`src/design/cdmsr_pkg.sv`:
```
// Package with payload types, pipeline constants and the arctangent table function.
`timescale 1ns / 1ps
package cdmsr_pkg;

    localparam int DIV_STEPS = 78;
    localparam int DIV_LSB_BIT = 46;
    localparam int SQRT_STEPS = 31;
    localparam int NUM_LANES = 4;
    localparam logic signed [63:0] PI_Q60 = 64'sh3243F6A8885A308D;
    localparam logic signed [31:0] DEG_Q24 = 32'sd961267368;

    typedef struct packed {
        logic signed [31:0] m11;
        logic signed [31:0] m12;
        logic signed [31:0] m21;
        logic signed [31:0] m22;
    } mat_t;

    typedef struct packed {
        logic signed [31:0] incr_first;
        logic [30:0]        incr_second;
        logic signed [31:0] rot_second;
        logic signed [31:0] inv11;
        logic signed [31:0] inv12;
        logic signed [31:0] inv21;
        logic signed [31:0] inv22;
        logic               singular;
        logic               clipped;
    } res_t;

    typedef struct packed {
        logic signed [63:0] x;
        logic signed [63:0] y;
        logic signed [63:0] z;
        logic               zero;
    } cordic_t;

    typedef struct packed {
        logic [63:0] v;
        logic [63:0] r;
    } sqrt_t;

    typedef struct packed {
        logic [31:0] a;
        logic        neg;
        logic [63:0] rem;
        logic [34:0] q;
        logic        big;
    } div_lane_t;

    typedef struct packed {
        logic [63:0]                     dd;
        div_lane_t [NUM_LANES-1:0]       lane;
    } div_t;

    // Arctangent of two to the minus i in Q3.60: pi/4 for i zero, else from the odd power series.
    function automatic logic signed [63:0] atan_pow2(input int i);
        logic signed [63:0] sum;
        logic [63:0]        term;
        int                 e;
        sum = '0;
        if (i == 0) begin
            return PI_Q60 >>> 2;
        end
        for (int k = 0; k < 64; k++) begin
            e = i * (2 * k + 1);
            if (e <= 60) begin
                term = (64'd1 << (60 - e)) / 64'(2 * k + 1);
                if ((k & 1) != 0) begin
                    sum = sum - $signed(term);
                end
                else begin
                    sum = sum + $signed(term);
                end
            end
        end
        return sum;
    endfunction

endpackage

```
`src/design/cdmsr_div_cell.sv`:
```
// One quotient bit of the four restoring dividers that share the determinant.
`timescale 1ns / 1ps
module cdmsr_div_cell #(
    parameter int BITPOS = 0
) (
    input  logic            clk,
    input  logic            en,
    input  cdmsr_pkg::div_t din,
    output cdmsr_pkg::div_t dout
);
    import cdmsr_pkg::*;

    localparam int ABIT = (BITPOS >= DIV_LSB_BIT) ? BITPOS - DIV_LSB_BIT : 0;
    localparam logic [34:0] Q_BIG = 35'h2_0000_0000;

    div_t        st_reg;
    div_t        st_next;
    logic [64:0] shifted [NUM_LANES];
    logic        take [NUM_LANES];

    always_comb
    begin
        st_next = din;
        for (int l = 0; l < NUM_LANES; l++)
        begin
            shifted[l] = {din.lane[l].rem,
                          (BITPOS >= DIV_LSB_BIT) ? din.lane[l].a[ABIT] : 1'b0};
            take[l] = shifted[l] >= {1'b0, din.dd};
            st_next.lane[l].rem = take[l] ? 64'(shifted[l] - {1'b0, din.dd})
                                          : shifted[l][63:0];
            if (din.lane[l].q > Q_BIG)
            begin
                st_next.lane[l].big = 1'b1;
            end
            else
            begin
                st_next.lane[l].q = {din.lane[l].q[33:0], take[l]};
            end
        end
    end

    always_ff @(posedge clk)
    begin
        if (en)
        begin
            st_reg <= st_next;
        end
    end

    assign dout = st_reg;
endmodule

```
`config.mk`:
```
export PLATFORM = sky130hd
export DESIGN_NAME = cdmsr_div_cell
export DESIGN_NICKNAME = d
export VERILOG_FILES = /design/src/design/cdmsr_pkg.sv /design/src/design/cdmsr_div_cell.sv
export SDC_FILE = /design/constraint.sdc
export NUM_CORES = 1
export LEC_CHECK = 0
export BUFFER_PORTS_ARGS = -buffer_cell sky130_fd_sc_hd__buf_2
export CAP_MARGIN = 40
export CORE_AREA = 2 2 472 474
export DETAILED_ROUTE_END_ITERATION = 7
export DIE_AREA = 0 0 474 476
export GPL_TIMING_DRIVEN = 0
export PLACE_DENSITY = 0.45
export SLEW_MARGIN = 10
export SYNTH_ARGS = -nofsm -noshare
export SYNTH_HDL_FRONTEND = slang
export SYNTH_SLANG_ARGS = --single-unit
```
`constraint.sdc`:
```
create_clock -name clk -period 3.6 [get_ports clk]
set_input_delay 0.54 -clock clk [delete_from_list [all_inputs] [get_ports clk]]
set_output_delay 0.54 -clock clk [all_outputs]
set_load 0.01 [all_outputs]
```
==> out/metrics.cfg, run 1 <==
[layout]
fin_cells=8327
fin_util_pct=26.5
drive_gt1_share_pct=42.6
area.growth.synth_to_final_pct=55.5
multi_input_area_mm2=0.0214
design_area_mm2=0.0585
register_area_mm2=0.0179
largest_register_ffs=596
fin_nets=6094
fillCellCount=23537

[floorplanning]
initial_core_util_pct=17.0
io_pins=1194
die-area_mm2=0.226
rows=173
chipWidth_um=474
die_h_um=476
core_area_mm2=0.221

[sta]
rsz0062_at_grt=yes
finalCritPeriodShare_pct=109
slew_headroom_pct=42.5
fin_crit_ns=3.94
max_freq_mhz=254
setup_viol=171
hold_viol_final=0
worstMarginPinSlew_ns=0.861
fin_tns_setup_ns=-27.27
timing.hold.ws_ns=0.0424
drv_slew=0
finalWorstSetupSlack_ns=-0.336

[critical_path]
max_stage_delay_ns=0.34
cp.arrival_ns=4.42
cp_num_buf_inv=8
cp.depth=20
path_cells=buf_16 > clkinvlp_4 > buf_6 > buf_6 > ha_4 > nand2b_4 > a211oi_4 > o31ai_4 > a211oi_4 > o211ai_1 > buf_4 > a2111oi_4 > o21ai_2 > o221ai_4 > nand3_2 > o211ai_4 > buf_12 > buf_12 > clkbuf_16 > mux2_4
cp-start-kind=input pin
critPathKind=input pin to flip-flop
crit_path_top_delay_cell=a211oi_4
timing.critical_path.max_delay_family=compound AO/OA/AOI/OAI gates
crit_required_ns=4.08
worstPathMaxFanout=6
crit_start=din[533]
critPathCaptureType=flip-flop

[detailed_routing]
routedWlPerCell_um=30.1
met1_length_um=91000
firstDrtPassIters=6
wl_met3_um=17500
antenna_left=0
highest_layer=met5
drc=0
wl_met2_um=126000
vias_per_cell=4.49
wirelength_um=250000
first_iter_violations=2684
via_count=37421

[grt]
grt_usage_pct=20.9
grt_antenna_before_repair=139
grt_max_degree=106
gr-total-overflow=0
grt_pass1_wl_um=319000
first_global_vias=36857

[synthesis]
syn-num-nets=4414
netlist.area_leader.share_pct=47.5
ys_top_cells_by_area=edfxtp_1 (48%), ha_1 (8.5%), a21oi_1 (4.7%), mux2_2 (4.3%), o21ai_0 (3.6%)
yosysTopAreaCell=edfxtp_1
synth_ff_type=edfxtp_1
ys_seq_area_share_pct=47.5
ys_ff_latch=596
synthDistinctLibCells=83
async_reset_ff_share_pct=0
synth-edff-count=596
netlist_area_mm2=0.0376
avgSynthCellArea_um2=10.6
ys.warnings.count=0
postSynthCellCount=3556

[clock_network]
clockBufferDepth=3
cts_root_buffer=clkbuf_16
cts_tree=yes
clock_sinks=596
cts_max_level=3
clk_pin_slew_ns=0.06
cts_buffers=84

[placement]
dp_slack_ns=-3.29
gp_congestion=0.921
dp_hpwl_um=207000
port_buffers=1193
post_dp_cell_area_mm2=0.0479
dp_cells=7753

[hold_path]
min_to=dout[533]
hold_path_startpoint=din[533]
min_path_cells=1
hold_path.class=input pin to flip-flop

[run_status]
status=finished with violations
violations=setup timing

[power_and_ir_drop]
power_density_mw_per_mm2=443
vdd_ir_drop_max_mv=0.333
p_leak_nw=23.6
power_mw=25.9

[run]
cap_violations=0

[synthesized netlist by cell type (all sizes together) (37+ instances only)]
cell and instances:
nor4 45, nand3 61, edfxtp 596, o21bai 72
nand2b 37, ha 256, xnor2 145, a21oi 355
o21ai 279, clkbuf 120, mux2 195, inv 164
xor2 88, nor3 47, nand4 86, a21o 127
nor2 182, nand2 323
[power by group]
part | switching (mW) | internal (mW)
logic | 5.03 | 3.33
registers | 0.331 | 8.68
clock network | 3.75 | 4.78
[layer usage]
| metal | up-vias | GRT usage [%] |
|---|---|---|
| li1 | 16844 | - |
| met5 | - | 0 |
| met1 | 18413 | 22.6 |
| met3 | 471 | 5.10 |
| met4 | 82 | 11.0 |
| met2 | 1611 | 37.7 |
[worst max path at each step]
stage                end  slack (ns)
2_1_floorplan  dout[464]      -0.008
5_1_grt         dout[57]       -0.40
4_1_cts        dout[446]       -0.50
3_5_place_dp   dout[363]       -3.29
3_3_place_gp   dout[260]       -8.88
6_report       dout[443]       -0.34
[layout by cell type (no fill, tap or decap), types with 69 or more instances in the layout]
cell and n:
buf_4 146, ha_1 178, a21o_1 127, o21bai_1 69
clkbuf_1 87, o21ai_0 173, dlygate4sd3_1 190, inv_1 107
edfxtp_1 596, nor2_1 166, a21oi_1 310, xor2_1 88
nand4_1 86, clkbuf_16 95, xnor2_1 145, nand2_1 252
mux2_2 139, buf_2 1190
[kinds of logic (layout without fill, tap and decap cells)]
logic type | count (synthesis) | count (layout) | share of synthesized area (%)
compound gates | 1063 | 1063 | 17.4
xor+xnor | 233 | 233 | 5.42
fa+ha+maj | 260 | 260 | 8.72
buf+inv | 318 | 2066 | 3.48
flops | 596 | 596 | 47.5
mux | 200 | 200 | 6.28
other cells | 0 | 48 | 0
simple gates | 886 | 886 | 11.1
[area by class of cell]
type	count	share of cell area, %
clock inverter	59	1.04
tap	2975	6.36
inverter	164	1.40
buffer	131	1.75
clock buffer	95	3.66
antenna	48	0.205
multi-input combinational	2642	36.6
sequential	596	30.6
timing repair buffer	1617	18.4
[timing repair]
| action | 4_1_cts | 5_1_grt |
|---|---|---|
| pin swaps | 37 | 113 |
| gates resized for setup | 392 | 513 |
| endpoints found under the hold margin | 189 | 2 |
| endpoints found under the setup margin | 260 | 252 |
| hold buffers | 189 | 1 |
| buffers inserted | 103 | 93 |
| gates cloned | 0 | 11 |
No activity file was read; power rests on OpenSTA's default activity.
==> inputs of run 2 (changes only) <==
- CORE_AREA: 2 2 472 474 -> 2 2 462 464
- DIE_AREA: 0 0 474 476 -> 0 0 464 466
- TNS_END_PERCENT: default -> 30
- clock period: 3.6 -> 4.2 ns (I/O delays scaled with it)
==> run 2 against run 1 <==
Compared with the run above: the run still ends with setup timing left; global-route usage is 0.39 points higher; first-iteration DRC count is 7.9% lower; core utilization is 1.4 points lower; critical endpoint is now dout[460].
==> out/metrics.cfg, run 2 (synthesized netlist as in run 1, its figures left out) <==
[grt]
grt_antenna_before_repair=118  ; -15%
grt_max_degree=113  ; +6.6%
grt_pass1_wl_um=314000  ; -1.7%
first_global_vias=36087  ; -2.1%
grt_usage_pct=21.3  ; +0.39 points
gr-total-overflow=0  ; unchanged

[floorplanning]
die_h_um=466  ; -2.1%
core_area_mm2=0.211  ; -4.4%
die-area_mm2=0.216  ; -4.2%
io_pins=1194  ; unchanged
initial_core_util_pct=17.8  ; +0.79 points
rows=169  ; -2.3%
chipWidth_um=464  ; -2.1%

[detailed_routing]
routedWlPerCell_um=30.2  ; +0.48%
firstDrtPassIters=8  ; +2
vias_per_cell=4.55  ; +1.3%
drc=0  ; unchanged
antenna_left=0  ; unchanged
wirelength_um=241000  ; -3.9%
first_iter_violations=2471  ; -7.9%
via_count=36251  ; -3.1%

[critical_path]
cp-start-kind=input pin
max_stage_delay_ns=0.48  ; +0.14 ns
worstPathMaxFanout=10  ; +4
crit_start=din[548]
path_cells=buf_2 > clkinvlp_4 > ha_2 > and4_1 > and3_2 > nand3_1 > a211oi_4 > o211ai_1 > buf_4 > a2111oi_4 > o21ai_2 > o221ai_4 > nand3_1 > o211ai_2 > buf_12 > buf_12 > mux2_4
crit_path_end=dout[460]
crit_required_ns=4.67  ; +0.59 ns
crit_path_top_delay_cell=ha_2
cp.arrival_ns=4.77  ; +0.35 ns
critPathCaptureType=flip-flop
critPathKind=input pin to flip-flop

[sta]
fin_tns_setup_ns=-2.32  ; +24.95 ns
drv_slew=0  ; unchanged
finalCritPeriodShare_pct=102
hold_viol_final=0  ; unchanged
slew_headroom_pct=43.0  ; +0.48 points
rsz0062_at_grt=yes
finalWorstSetupSlack_ns=-0.0978  ; +0.238 ns
worstMarginPinSlew_ns=0.855  ; -0.00639 ns
setup_viol=61  ; -64%
max_freq_mhz=233
fin_crit_ns=4.30

[layout]
final_common_cell=buf_2
fin_cells=7967  ; -4.3%
design_area_mm2=0.0531  ; -9.3%
drive_gt1_share_pct=34.9  ; -7.7 points
fin_util_pct=25.1  ; -1.4 points
fin_nets=5902  ; -3.2%
area.growth.synth_to_final_pct=41.0
largest_register_ffs=596  ; unchanged
fillCellCount=22779  ; -3.2%
most-common-layout-cells=buf_2 (1204), edfxtp_1 (596), a21oi_1 (342)

[power_and_ir_drop]
switching_power_mw=7.44  ; -18%
p_clk_share_pct=34.9  ; +2.0 points
power_switching_share_pct=34.9  ; -0.28 points
p_leak_nw=21.7  ; -8.2%
share_comb_of_total_power_pct=28.8  ; -3.5 points
vdd_ir_drop_max_mv=0.330  ; -0.81%
intPower_mw=13.9  ; -17%
power_density_mw_per_mm2=402  ; -9.2%
power_frac_seq_pct=36.3  ; +1.5 points

[clock_network]
cts_root_buffer=clkbuf_16
clock_sinks=596  ; unchanged
clk_pin_slew_ns=0.06  ; about the same
cts_tree=yes
cts_buffers=83  ; -1.2%
clockBufferDepth=3  ; unchanged
cts_max_level=3  ; unchanged

[hold_path]
hold_path_startpoint=din[251]
hold_path.class=input pin to flip-flop

[placement]
dp_cells=7602  ; -1.9%
dp_hpwl_um=203000  ; -2.2%
port_buffers=1193  ; unchanged
gp_congestion=0.934  ; +1.5%
post_dp_cell_area_mm2=0.0477  ; -0.56%

[run]
cap_violations=0  ; unchanged

[run_status]
status=finished with violations
violations=setup timing

==> run 2: per-layer routing <==
layer	share of wire, %	vias up	track usage, %
met5	0.096	-	0
met4	6.0	34	10.7
met3	5.7	460	3.95
met2	52	1535	39.8
met1	36	17808	22.7
li1	-	16414	-
==> run 2: cell type report <==
| class | count | area, µm² | area share [%] |
|---|---|---|---|
| sequential | 596 | 17900 | 33.7 |
| inverter | 164 | 743 | 1.40 |
| clock buffer | 99 | 2160 | 4.07 |
| multi-input combinational | 2642 | 19000 | 35.7 |
| tap | 2821 | 3530 | 6.65 |
| clock inverter | 53 | 624 | 1.18 |
| buffer | 147 | 766 | 1.44 |
| antenna | 35 | 87.6 | 0.165 |
| timing repair buffer | 1410 | 8300 | 15.6 |
==> run 2: worst max-delay path, delay by kind of cell <==
| family | cells | cell delay [ns] |
|---|---|---|
| muxes | 1 | 0.34 |
| adders and majority gates | 1 | 0.48 |
| AOI/OAI and AO/OA | 6 | 1.55 |
| buffers and inverters | 5 | 0.97 |
| and+or+nand+nor | 4 | 0.75 |
==> run 2: worst min-delay path by stage <==
stage,slack (ns),cells after the start,end
global route,0.03,1,dout[505]
CTS,0.0003,1,dout[558]
floorplan,0.73,0,dout[100]
detailed placement,0.81,1,dout[101]
global placement,0.81,1,dout[525]
finish,0.09,1,dout[251]
==> run 2: stage by stage <==
step           hold WS (ns)  power [mW]  worst slack, ns
2_1_floorplan         0.729        10.7            0.339
3_3_place_gp          0.807        13.8            -8.34
3_5_place_dp          0.808        13.7            -2.54
4_1_cts            0.000271        21.7          -0.0499
5_1_grt              0.0291        22.3           -0.112
6_report             0.0862        21.3          -0.0978
==> run 2: repair_timing <==
item	in CTS	in global routing
gates resized for setup	129	62
setup endpoints to repair	259	212
hold endpoints to repair	115	0
hold buffers	115	0
pin swaps	11	8
setup buffers	58	12
==> run 2: power by group through the flow <==
stage | clock [mW] | combinational [mW] | sequential, mW
after floorplan | 0 | 2.57 | 8.12
after global placement | 0 | 5.84 | 7.99
after detailed placement | 0 | 5.87 | 7.85
after CTS | 7.75 | 6.15 | 7.75
after global routing | 7.91 | 6.58 | 7.79
final | 7.45 | 6.14 | 7.74
