==> src/design/cdmsr_pkg.sv <==
// Package with payload types, pipeline constants and the arctangent table function.
`timescale 1ns / 1ps
package cdmsr_pkg;

    localparam int DIV_STEPS = 78;
    localparam int DIV_LSB_BIT = 46;
    localparam int SQRT_STEPS = 31;
    localparam int NUM_LANES = 4;
    localparam logic signed [63:0] PI_Q60 = 64'sh3243F6A8885A308D;
    localparam logic signed [31:0] DEG_Q24 = 32'sd961267368;

    typedef struct packed {
        logic signed [31:0] m11;
        logic signed [31:0] m12;
        logic signed [31:0] m21;
        logic signed [31:0] m22;
    } mat_t;

    typedef struct packed {
        logic signed [31:0] incr_first;
        logic [30:0]        incr_second;
        logic signed [31:0] rot_second;
        logic signed [31:0] inv11;
        logic signed [31:0] inv12;
        logic signed [31:0] inv21;
        logic signed [31:0] inv22;
        logic               singular;
        logic               clipped;
    } res_t;

    typedef struct packed {
        logic signed [63:0] x;
        logic signed [63:0] y;
        logic signed [63:0] z;
        logic               zero;
    } cordic_t;

    typedef struct packed {
        logic [63:0] v;
        logic [63:0] r;
    } sqrt_t;

    typedef struct packed {
        logic [31:0] a;
        logic        neg;
        logic [63:0] rem;
        logic [34:0] q;
        logic        big;
    } div_lane_t;

    typedef struct packed {
        logic [63:0]                     dd;
        div_lane_t [NUM_LANES-1:0]       lane;
    } div_t;

    // Arctangent of two to the minus i in Q3.60: pi/4 for i zero, else from the odd power series.
    function automatic logic signed [63:0] atan_pow2(input int i);
        logic signed [63:0] sum;
        logic [63:0]        term;
        int                 e;
        sum = '0;
        if (i == 0) begin
            return PI_Q60 >>> 2;
        end
        for (int k = 0; k < 64; k++) begin
            e = i * (2 * k + 1);
            if (e <= 60) begin
                term = (64'd1 << (60 - e)) / 64'(2 * k + 1);
                if ((k & 1) != 0) begin
                    sum = sum - $signed(term);
                end
                else begin
                    sum = sum + $signed(term);
                end
            end
        end
        return sum;
    endfunction

endpackage

==> src/design/cdmsr_cordic_cell.sv <==
// One vectoring step of the arctangent chain.
`timescale 1ns / 1ps
module cdmsr_cordic_cell #(
    parameter int STEP = 0
) (
    input  logic              clk,
    input  logic              en,
    input  cdmsr_pkg::cordic_t din,
    output cdmsr_pkg::cordic_t dout
);
    import cdmsr_pkg::*;

    localparam logic signed [63:0] ANGLE = atan_pow2(STEP);

    cordic_t st_reg;
    cordic_t st_next;
    logic signed [63:0] dx;
    logic signed [63:0] dy;

    always_comb
    begin
        dx = din.y >>> STEP;
        dy = din.x >>> STEP;
        st_next = din;
        if (din.y > 0)
        begin
            st_next.x = din.x + dx;
            st_next.y = din.y - dy;
            st_next.z = din.z + ANGLE;
        end
        else
        begin
            st_next.x = din.x - dx;
            st_next.y = din.y + dy;
            st_next.z = din.z - ANGLE;
        end
    end

    always_ff @(posedge clk)
    begin
        if (en)
        begin
            st_reg <= st_next;
        end
    end

    assign dout = st_reg;
endmodule

==> config.mk <==
export PLATFORM = sky130hd
export DESIGN_NAME = cdmsr_cordic_cell
export DESIGN_NICKNAME = d
export VERILOG_FILES = /design/src/design/cdmsr_pkg.sv /design/src/design/cdmsr_cordic_cell.sv
export SDC_FILE = /design/constraint.sdc
export NUM_CORES = 1
export LEC_CHECK = 0
export ABC_AREA = 0
export BUFFER_PORTS_ARGS = -buffer_cell sky130_fd_sc_hd__buf_4
export CELL_PAD_IN_SITES_DETAIL_PLACEMENT = 1
export CELL_PAD_IN_SITES_GLOBAL_PLACEMENT = 1
export CORE_MARGIN = 3
export CORE_UTILIZATION = 46
export CTS_CLUSTER_DIAMETER = 200
export DETAILED_ROUTE_END_ITERATION = 10
export GPL_TIMING_DRIVEN = 0
export HOLD_SLACK_MARGIN = 0.03
export PLACE_DENSITY_LB_ADDON = 0.1
export SYNTH_ARGS = -nofsm -noshare
export SYNTH_HDL_FRONTEND = slang
export SYNTH_SLANG_ARGS = --single-unit
==> constraint.sdc <==
create_clock -name clk -period 10.5 [get_ports clk]
set_clock_uncertainty 0.15 [all_clocks]
set_input_delay 2.1 -clock clk [delete_from_list [all_inputs] [get_ports clk]]
set_output_delay 2.1 -clock clk [all_outputs]
set_load 0.005 [all_outputs]
==> results of run 1 <==
where the power goes:
group / switching (mW) / internal [mW] / total (mW)
clock network: 0.352 / 0.355 / 0.707
logic: 0.951 / 0.584 / 1.53
registers: 0.0538 / 1.02 / 1.08
kinds of logic after synthesis:
logic type | synth area share
AO/OA/AOI/OAI | 0.283
XOR/XNOR | 0.0710
adder cells (fa/ha/maj) | 0.147
buffers and inverters | 0.0631
flip-flops | 0.263
multiplexers | 0.0101
AND/OR/NAND/NOR | 0.163
worst max-delay path, delay by kind of cell:
family / cells / cell delay (ps)
buffers and inverters: 7 / 2950
AND/OR/NAND/NOR: 6 / 2500
AO/OA/AOI/OAI: 7 / 2310
XOR/XNOR: 1 / 200
adder cells (fa/ha/maj): 1 / 140
through the flow:
stage / worst slack (ps) / area, sq um / util / total power, mW
2_1_floorplan: 2880 / 21900 / - / 1.87
3_3_place_gp: -1060 / 25600 / 0.547 / 2.50
3_5_place_dp: 450 / 25700 / 0.549 / 2.56
4_1_cts: 885 / 26300 / 0.561 / 3.28
5_1_grt: 322 / 26300 / 0.561 / 3.45
6_report: 341 / 26300 / 0.561 / 3.32
cells in the mapped netlist, drive strengths merged, types with 15 or more instances:
master,count
clkbuf,83
nand3,42
o211ai,35
o21bai,73
nor2b,21
edfxtp,192
nand4,62
ha,252
inv,224
a21oi,337
nand2b,20
o21a,23
a31oi,26
buf,45
a211oi,31
nand2,183
and2,15
o21ai,202
xor2,30
nor4,45
a21o,98
nor2,237
mux2i,21
o31ai,28
xnor2,148
nor3,53
metal layers:
metal,vias up,part of all wire,wire [um]
met3,410,0.097,10400
met5,-,0,0
met2,1617,0.45,48200
met4,0,0.060,6480
met1,12100,0.40,42800
li1,10800,-,-
worst paths after layout:
path / from / to / slack [ps] / cells after the start
setup / recovery: din[97] / dout[62]$_DFFE_PP_ / 340 / 22
hold / removal: din[0] / dout[0]$_DFFE_PP_ / 1620 / 1
final cells by class:
| cell class | instances | area, sq um | share of cell area |
|---|---|---|---|
| clock inverter | 14 | 156 | 0.00595 |
| clock buffer | 18 | 429 | 0.0163 |
| buffer | 128 | 536 | 0.0204 |
| timing repair buffer | 390 | 2990 | 0.114 |
| antenna | 3 | 7.51 | 0.000285 |
| sequential | 192 | 5770 | 0.219 |
| multi-input combinational | 2185 | 14800 | 0.563 |
| inverter | 227 | 852 | 0.0324 |
| tap | 607 | 759 | 0.0289 |
==> insert_results.sql, run 1 <==
INSERT INTO impl_metrics (metric_group, metric, value, unit) VALUES
('status', 'run_status', 'complete, no violations', ''),
('yosys', 'synth_enable_flop_cells', '192', ''),
('floorplan', 'core', '46900', 'sq um'),
('hold_path', 'min-delay-path-class', 'in2reg', ''),
('grt', 'antenna_found_initial', '1', ''),
('grt', 'met2_usage', '0.666', ''),
('layout', 'final_cells', '3764', ''),
('critical_path', 'cp_cell_instances', 'buf_4 -> nor4_1 -> nand4_1 -> nor4_1 -> or2_2 -> clkbuf_1 -> clkbuf_1 -> clkbuf_1 -> buf_2 -> buf_16 -> ha_1 -> buf_2 -> nand4_1 -> nor3_1 -> o2111ai_1 -> a21boi_1 -> a41oi_1 -> o21ai_2 -> a221oi_2 -> o31ai_2 -> a41oi_1 -> xnor2_1', ''),
('timing', 'setup_viol_count_final', '0', ''),
('route', 'number_of_optimization_iterations_in_the_first_detailed_route_pass', '6', ''),
('yosys', 'synthesis_warning_total', '0', ''),
('layout', 'areaGrowthSynthToFinish', '19.8', '%'),
('yosys', 'synth_ff_type', 'sky130_fd_sc_hd__edfxtp_1', ''),
('critical_path', 'startpoint_type', 'primary input', ''),
('clock_tree', 'htree_levels', '4', ''),
('route', 'drt_drc_violations_left', '0', ''),
('placement', 'dp.final_hpwl', '87000', 'um'),
('grt', 'total_routing_resource_utilization_after_global_routing', '0.414', ''),
('clock_tree', 'post_cts_buffers', '0', ''),
('critical_path', 'timing.critical_path.slowest_stage_cell', 'sky130_fd_sc_hd__nor4_1', ''),
('grt', 'via_count_of_the_first_global_routing_pass', '25400', ''),
('yosys', 'yosys.area.top_type', 'sky130_fd_sc_hd__edfxtp_1', ''),
('layout', 'fill_count', '5780', ''),
('timing', 'timing_max_transition_violations_final', '0', ''),
('timing', 'slew-limit-headroom', '0.0672', ''),
('clock_tree', 'clockBufferDepth', '2', ''),
('clock_tree', 'cts-resized-gates', '0', ''),
('layout', 'layout_commonest_cell', 'sky130_fd_sc_hd__buf_4', ''),
('critical_path', 'worst-endpoint-arrival', '10270', 'ps'),
('critical_path', 'timing.critical_path.mode_cell', 'sky130_fd_sc_hd__clkbuf_1', ''),
('yosys', 'yosys-top-cells-area', 'sky130_fd_sc_hd__edfxtp_1 (26%), sky130_fd_sc_hd__ha_1 (14%), sky130_fd_sc_hd__a21oi_1 (7.7%)', ''),
('timing', 'period_needed', '10160', 'ps'),
('floorplan', 'die_width', '224', 'um'),
('timing', 'fin_crit_sh', '0.968', ''),
('route', 'routed_wirelength', '108000', 'um'),
('placement', 'post-place-cells', '3729', ''),
('critical_path', 'critical_path_class', 'in2reg', ''),
('critical_path', 'crit_path_end_kind', 'flop', ''),
('clock_tree', 'cts_sinks', '192', ''),
('grt', 'use_met1', '0.527', ''),
('yosys', 'postSynth.asyncResetShare', '0', ''),
('yosys', 'syn_area', '21900', 'sq um'),
('pwr', 'powerDensity', '126', 'nW/um^2'),
('grt', 'met3_usage', '0.0881', ''),
('placement', 'port-buffer-count', '387', ''),
('floorplan', 'die_y', '224', 'um'),
('clock_tree', 'clk_root_buffer_cell', 'sky130_fd_sc_hd__clkbuf_16', ''),
('timing', 'max_freq', '98.4', 'MHz'),
('timing', 'timing.hold.ws', '1620', 'ps'),
('yosys', 'synthesized_net_count', '3183', ''),
('floorplan', 'area_enclosed_by_the_die_boundary', '50400', 'sq um'),
('layout', 'fin_nets', '3592', ''),
('grt', 'globalRouteOverflowTotal', '0', ''),
('yosys', 'post-synth-top-area-fraction', '0.263', ''),
('floorplan', 'initial_core_util', '0.468', ''),
('layout', 'layout_common_cells', 'sky130_fd_sc_hd__buf_4 (390), sky130_fd_sc_hd__a21oi_1 (337), sky130_fd_sc_hd__ha_1 (252)', ''),
('timing', 'finalHoldViolCount', '0', ''),
('yosys', 'seq_area_frac_synth', '0.263', ''),
('critical_path', 'path_max_fanout', '25', ''),
('pwr', 'p_leak', '11.5', 'nW'),
('pwr', 'ir_drop', '0.000103', 'V'),
('grt', 'grt_busiest_layer', 'met2', ''),
('layout', 'largest_register_ff_count', '192', ''),
('yosys', 'synth.distinct_cells', '85', ''),
('clock_tree', 'cts_buffers', '17', ''),
('clock_tree', 'path_clk_slew', '70', 'ps'),
('route', 'post_drt_wl_per_cell', '28.7', 'um'),
('yosys', 'synth_cells', '2732', ''),
('job', 'max_cap_viol', '0', ''),
('grt', 'grt_pass1_wl', '159000', 'um'),
('grt', 'maximum_number_of_pins_on_one_net_before_global_route_repair', '114', '');
Note: power is estimated with default switching activity, not from simulation.
==> run 2: changes to the inputs <==
--- a/config.mk
+++ b/config.mk
@@ -11,6 +11,7 @@
 export CELL_PAD_IN_SITES_GLOBAL_PLACEMENT = 1
 export CORE_MARGIN = 3
 export CORE_UTILIZATION = 46
+export CTS_BUF_LIST = sky130_fd_sc_hd__clkbuf_4 sky130_fd_sc_hd__clkbuf_8 sky130_fd_sc_hd__clkbuf_16
 export CTS_CLUSTER_DIAMETER = 200
 export DETAILED_ROUTE_END_ITERATION = 10
 export GPL_TIMING_DRIVEN = 0
==> run 2 against run 1 <==
Clock-buffer cell count unchanged. Fmax down 0.11%. Combinational power barely moved. First-iteration DRC count is 3.4% lower. Via count about the same. Flip-flop and latch count stayed put. Wire length hardly changed. Largest cell class unchanged. Largest power group unchanged.
==> insert_results.sql, run 2 (same netlist as run 1, synthesis figures left out) <==
INSERT INTO impl_metrics (metric_group, metric, value, unit) VALUES
('status', 'run_status', 'complete, no violations', ''),
('grt', 'maximum_number_of_pins_on_one_net_before_global_route_repair', '114', ''),
('critical_path', 'worst-endpoint-arrival', '10280', 'ps'),
('placement', 'port-buffer-count', '387', ''),
('placement', 'post-place-cells', '3729', ''),
('critical_path', 'startpoint_type', 'primary input', ''),
('clock_tree', 'cts-resized-gates', '0', ''),
('hold_path', 'min-delay-path-class', 'in2reg', ''),
('critical_path', 'critical-path-max-stage-delay', '900', 'ps'),
('pwr', 'powerDensity', '126', 'nW/um^2'),
('floorplan', 'std_cell_rows', '79', ''),
('layout', 'fin_util', '0.561', ''),
('timing', 'period_needed', '10170', 'ps'),
('layout', 'drive_above_1_share', '0.152', ''),
('placement', 'dp.final_hpwl', '87000', 'um'),
('layout', 'areaGrowthSynthToFinish', '19.8', '%'),
('layout', 'insertedDiodeCount', '0', ''),
('critical_path', 'worst_path_required', '10610', 'ps'),
('layout', 'seqCellArea', '5770', 'sq um'),
('layout', 'final_cells', '3761', ''),
('grt', 'globalRouteOverflowTotal', '0', ''),
('timing', 'slew-limit-headroom', '0.0827', ''),
('layout', 'layout_common_cells', 'sky130_fd_sc_hd__buf_4 (390), sky130_fd_sc_hd__a21oi_1 (337), sky130_fd_sc_hd__ha_1 (252)', ''),
('route', 'postRouteAntennaNets', '0', ''),
('timing', 'finalHoldViolCount', '0', ''),
('grt', 'via_count_of_the_first_global_routing_pass', '25400', ''),
('placement', 'dpl_worst_slack', '450', 'ps'),
('clock_tree', 'cts_sinks', '192', ''),
('timing', 'setup_slack', '330', 'ps'),
('floorplan', 'die_y', '224', 'um'),
('placement', 'routabilityCongestion', '1.04', ''),
('clock_tree', 'clockBufferDepth', '2', ''),
('layout', 'footprint_of_the_multi_input_gates', '14800', 'sq um'),
('timing', 'worst_pin_slew', '1380', 'ps'),
('route', 'first_iter_violations', '2842', ''),
('timing', 'setup_viol_count_final', '0', ''),
('route', 'drt_drc_violations_left', '0', ''),
('grt', 'grt_pass1_wl', '159000', 'um'),
('timing', 'fin_crit_sh', '0.969', ''),
('critical_path', 'critical_path_class', 'in2reg', ''),
('job', 'max_cap_viol', '0', ''),
('clock_tree', 'path_clk_slew', '80', 'ps'),
('critical_path', 'cp_top_family', 'buffers and inverters', ''),
('critical_path', 'timing.critical_path.slowest_stage_cell', 'sky130_fd_sc_hd__nor4_1', ''),
('route', 'routed_via_density', '6.63', ''),
('timing', 'aggregate_negative_setup_slack', '0', 'ps'),
('route', 'via_count', '24900', ''),
('critical_path', 'cp_cell_instances', 'buf_4 -> nor4_1 -> nand4_1 -> nor4_1 -> or2_2 -> clkbuf_1 -> clkbuf_1 -> clkbuf_1 -> buf_2 -> buf_16 -> ha_1 -> buf_2 -> nand4_1 -> nor3_1 -> o2111ai_1 -> a21boi_1 -> a41oi_1 -> o21ai_2 -> a31oi_1 -> o21ai_1 -> a21oi_1 -> xnor2_1', ''),
('critical_path', 'critical_path_buf_inv_count', '7', ''),
('pwr', 'p_leak', '11.5', 'nW'),
('timing', 'max_freq', '98.3', 'MHz'),
('critical_path', 'timing.critical_path.mode_cell', 'sky130_fd_sc_hd__clkbuf_1', ''),
('clock_tree', 'htree_levels', '4', ''),
('route', 'routed_wirelength', '108000', 'um'),
('critical_path', 'crit_path_end_kind', 'flop', ''),
('layout', 'layout_commonest_cell', 'sky130_fd_sc_hd__buf_4', ''),
('route', 'number_of_optimization_iterations_in_the_first_detailed_route_pass', '8', ''),
('layout', 'fill_count', '5782', ''),
('floorplan', 'top_level_pins', '388', ''),
('critical_path', 'path_max_fanout', '25', ''),
('clock_tree', 'cts_buffers', '17', ''),
('timing', 'timing_max_transition_violations_final', '0', ''),
('timing', 'setup_repair_after_global_routing_missed_its_margin', 'no', ''),
('clock_tree', 'cts_tree', 'yes', ''),
('placement', 'placement.cell_area', '25700', 'sq um'),
('layout', 'largest_register_ff_count', '192', ''),
('layout', 'fin_nets', '3592', ''),
('floorplan', 'die_width', '224', 'um'),
('pwr', 'ir_drop', '0.000103', 'V'),
('grt', 'antenna_found_initial', '1', ''),
('layout', 'post-route-cell-area', '26300', 'sq um'),
('clock_tree', 'post_cts_buffers', '0', ''),
('route', 'post_drt_wl_per_cell', '28.7', 'um'),
('floorplan', 'initial_core_util', '0.468', ''),
('floorplan', 'area_enclosed_by_the_die_boundary', '50400', 'sq um'),
('floorplan', 'core', '46900', 'sq um'),
('clock_tree', 'clk_root_buffer_cell', 'sky130_fd_sc_hd__clkbuf_16', ''),
('clock_tree', 'cts_hold_buffers', '0', ''),
('grt', 'total_routing_resource_utilization_after_global_routing', '0.414', '');
## run 2: cell types whose count changed in the layout (fill, tap and decap cells not counted)
| cell | change |
|---|---|
| sky130_fd_sc_hd__diode_2 | -3 |
| sky130_fd_sc_hd__clkbuf_1 | -1 |
| sky130_fd_sc_hd__clkbuf_4 | +1 |
## run 2: where the power goes
part,internal (mW),leakage (nW),total [mW],switching [mW]
sequential,1.02,1.88,1.08,0.0537
clock,0.357,0.284,0.710,0.353
combinational,0.584,9.31,1.53,0.951
## run 2: worst paths after layout
kind | start | end | slack (ps) | cells past startpoint
max | din[97] | dout[56]$_DFFE_PP_ | 330 | 22
min | din[0] | dout[0]$_DFFE_PP_ | 1620 | 1
## run 2: routing by layer
metal,track usage,wire [um],vias to the layer above
li1,-,-,10800
met1,0.527,42200,12100
met2,0.666,48400,1625
met3,0.0881,11000,400
met4,0.210,6320,2
met5,0,13,-
## run 2: area by class of cell
class / count / share of cell area
multi-input cells: 2185 / 0.563
flip-flops and latches: 192 / 0.219
repair buffers: 390 / 0.114
inverters: 227 / 0.0324
well taps: 607 / 0.0289
plain buffers: 128 / 0.0204
clock buffers: 18 / 0.0165
clock inverters: 14 / 0.00595
## run 2: per-stage QoR
step           hold WS (ps)  total power [mW]
3_3_place_gp           2130              2.50
4_1_cts                1590              3.28
2_1_floorplan          2050              1.87
5_1_grt                1600              3.45
6_report               1620              3.32
3_5_place_dp           2140              2.56
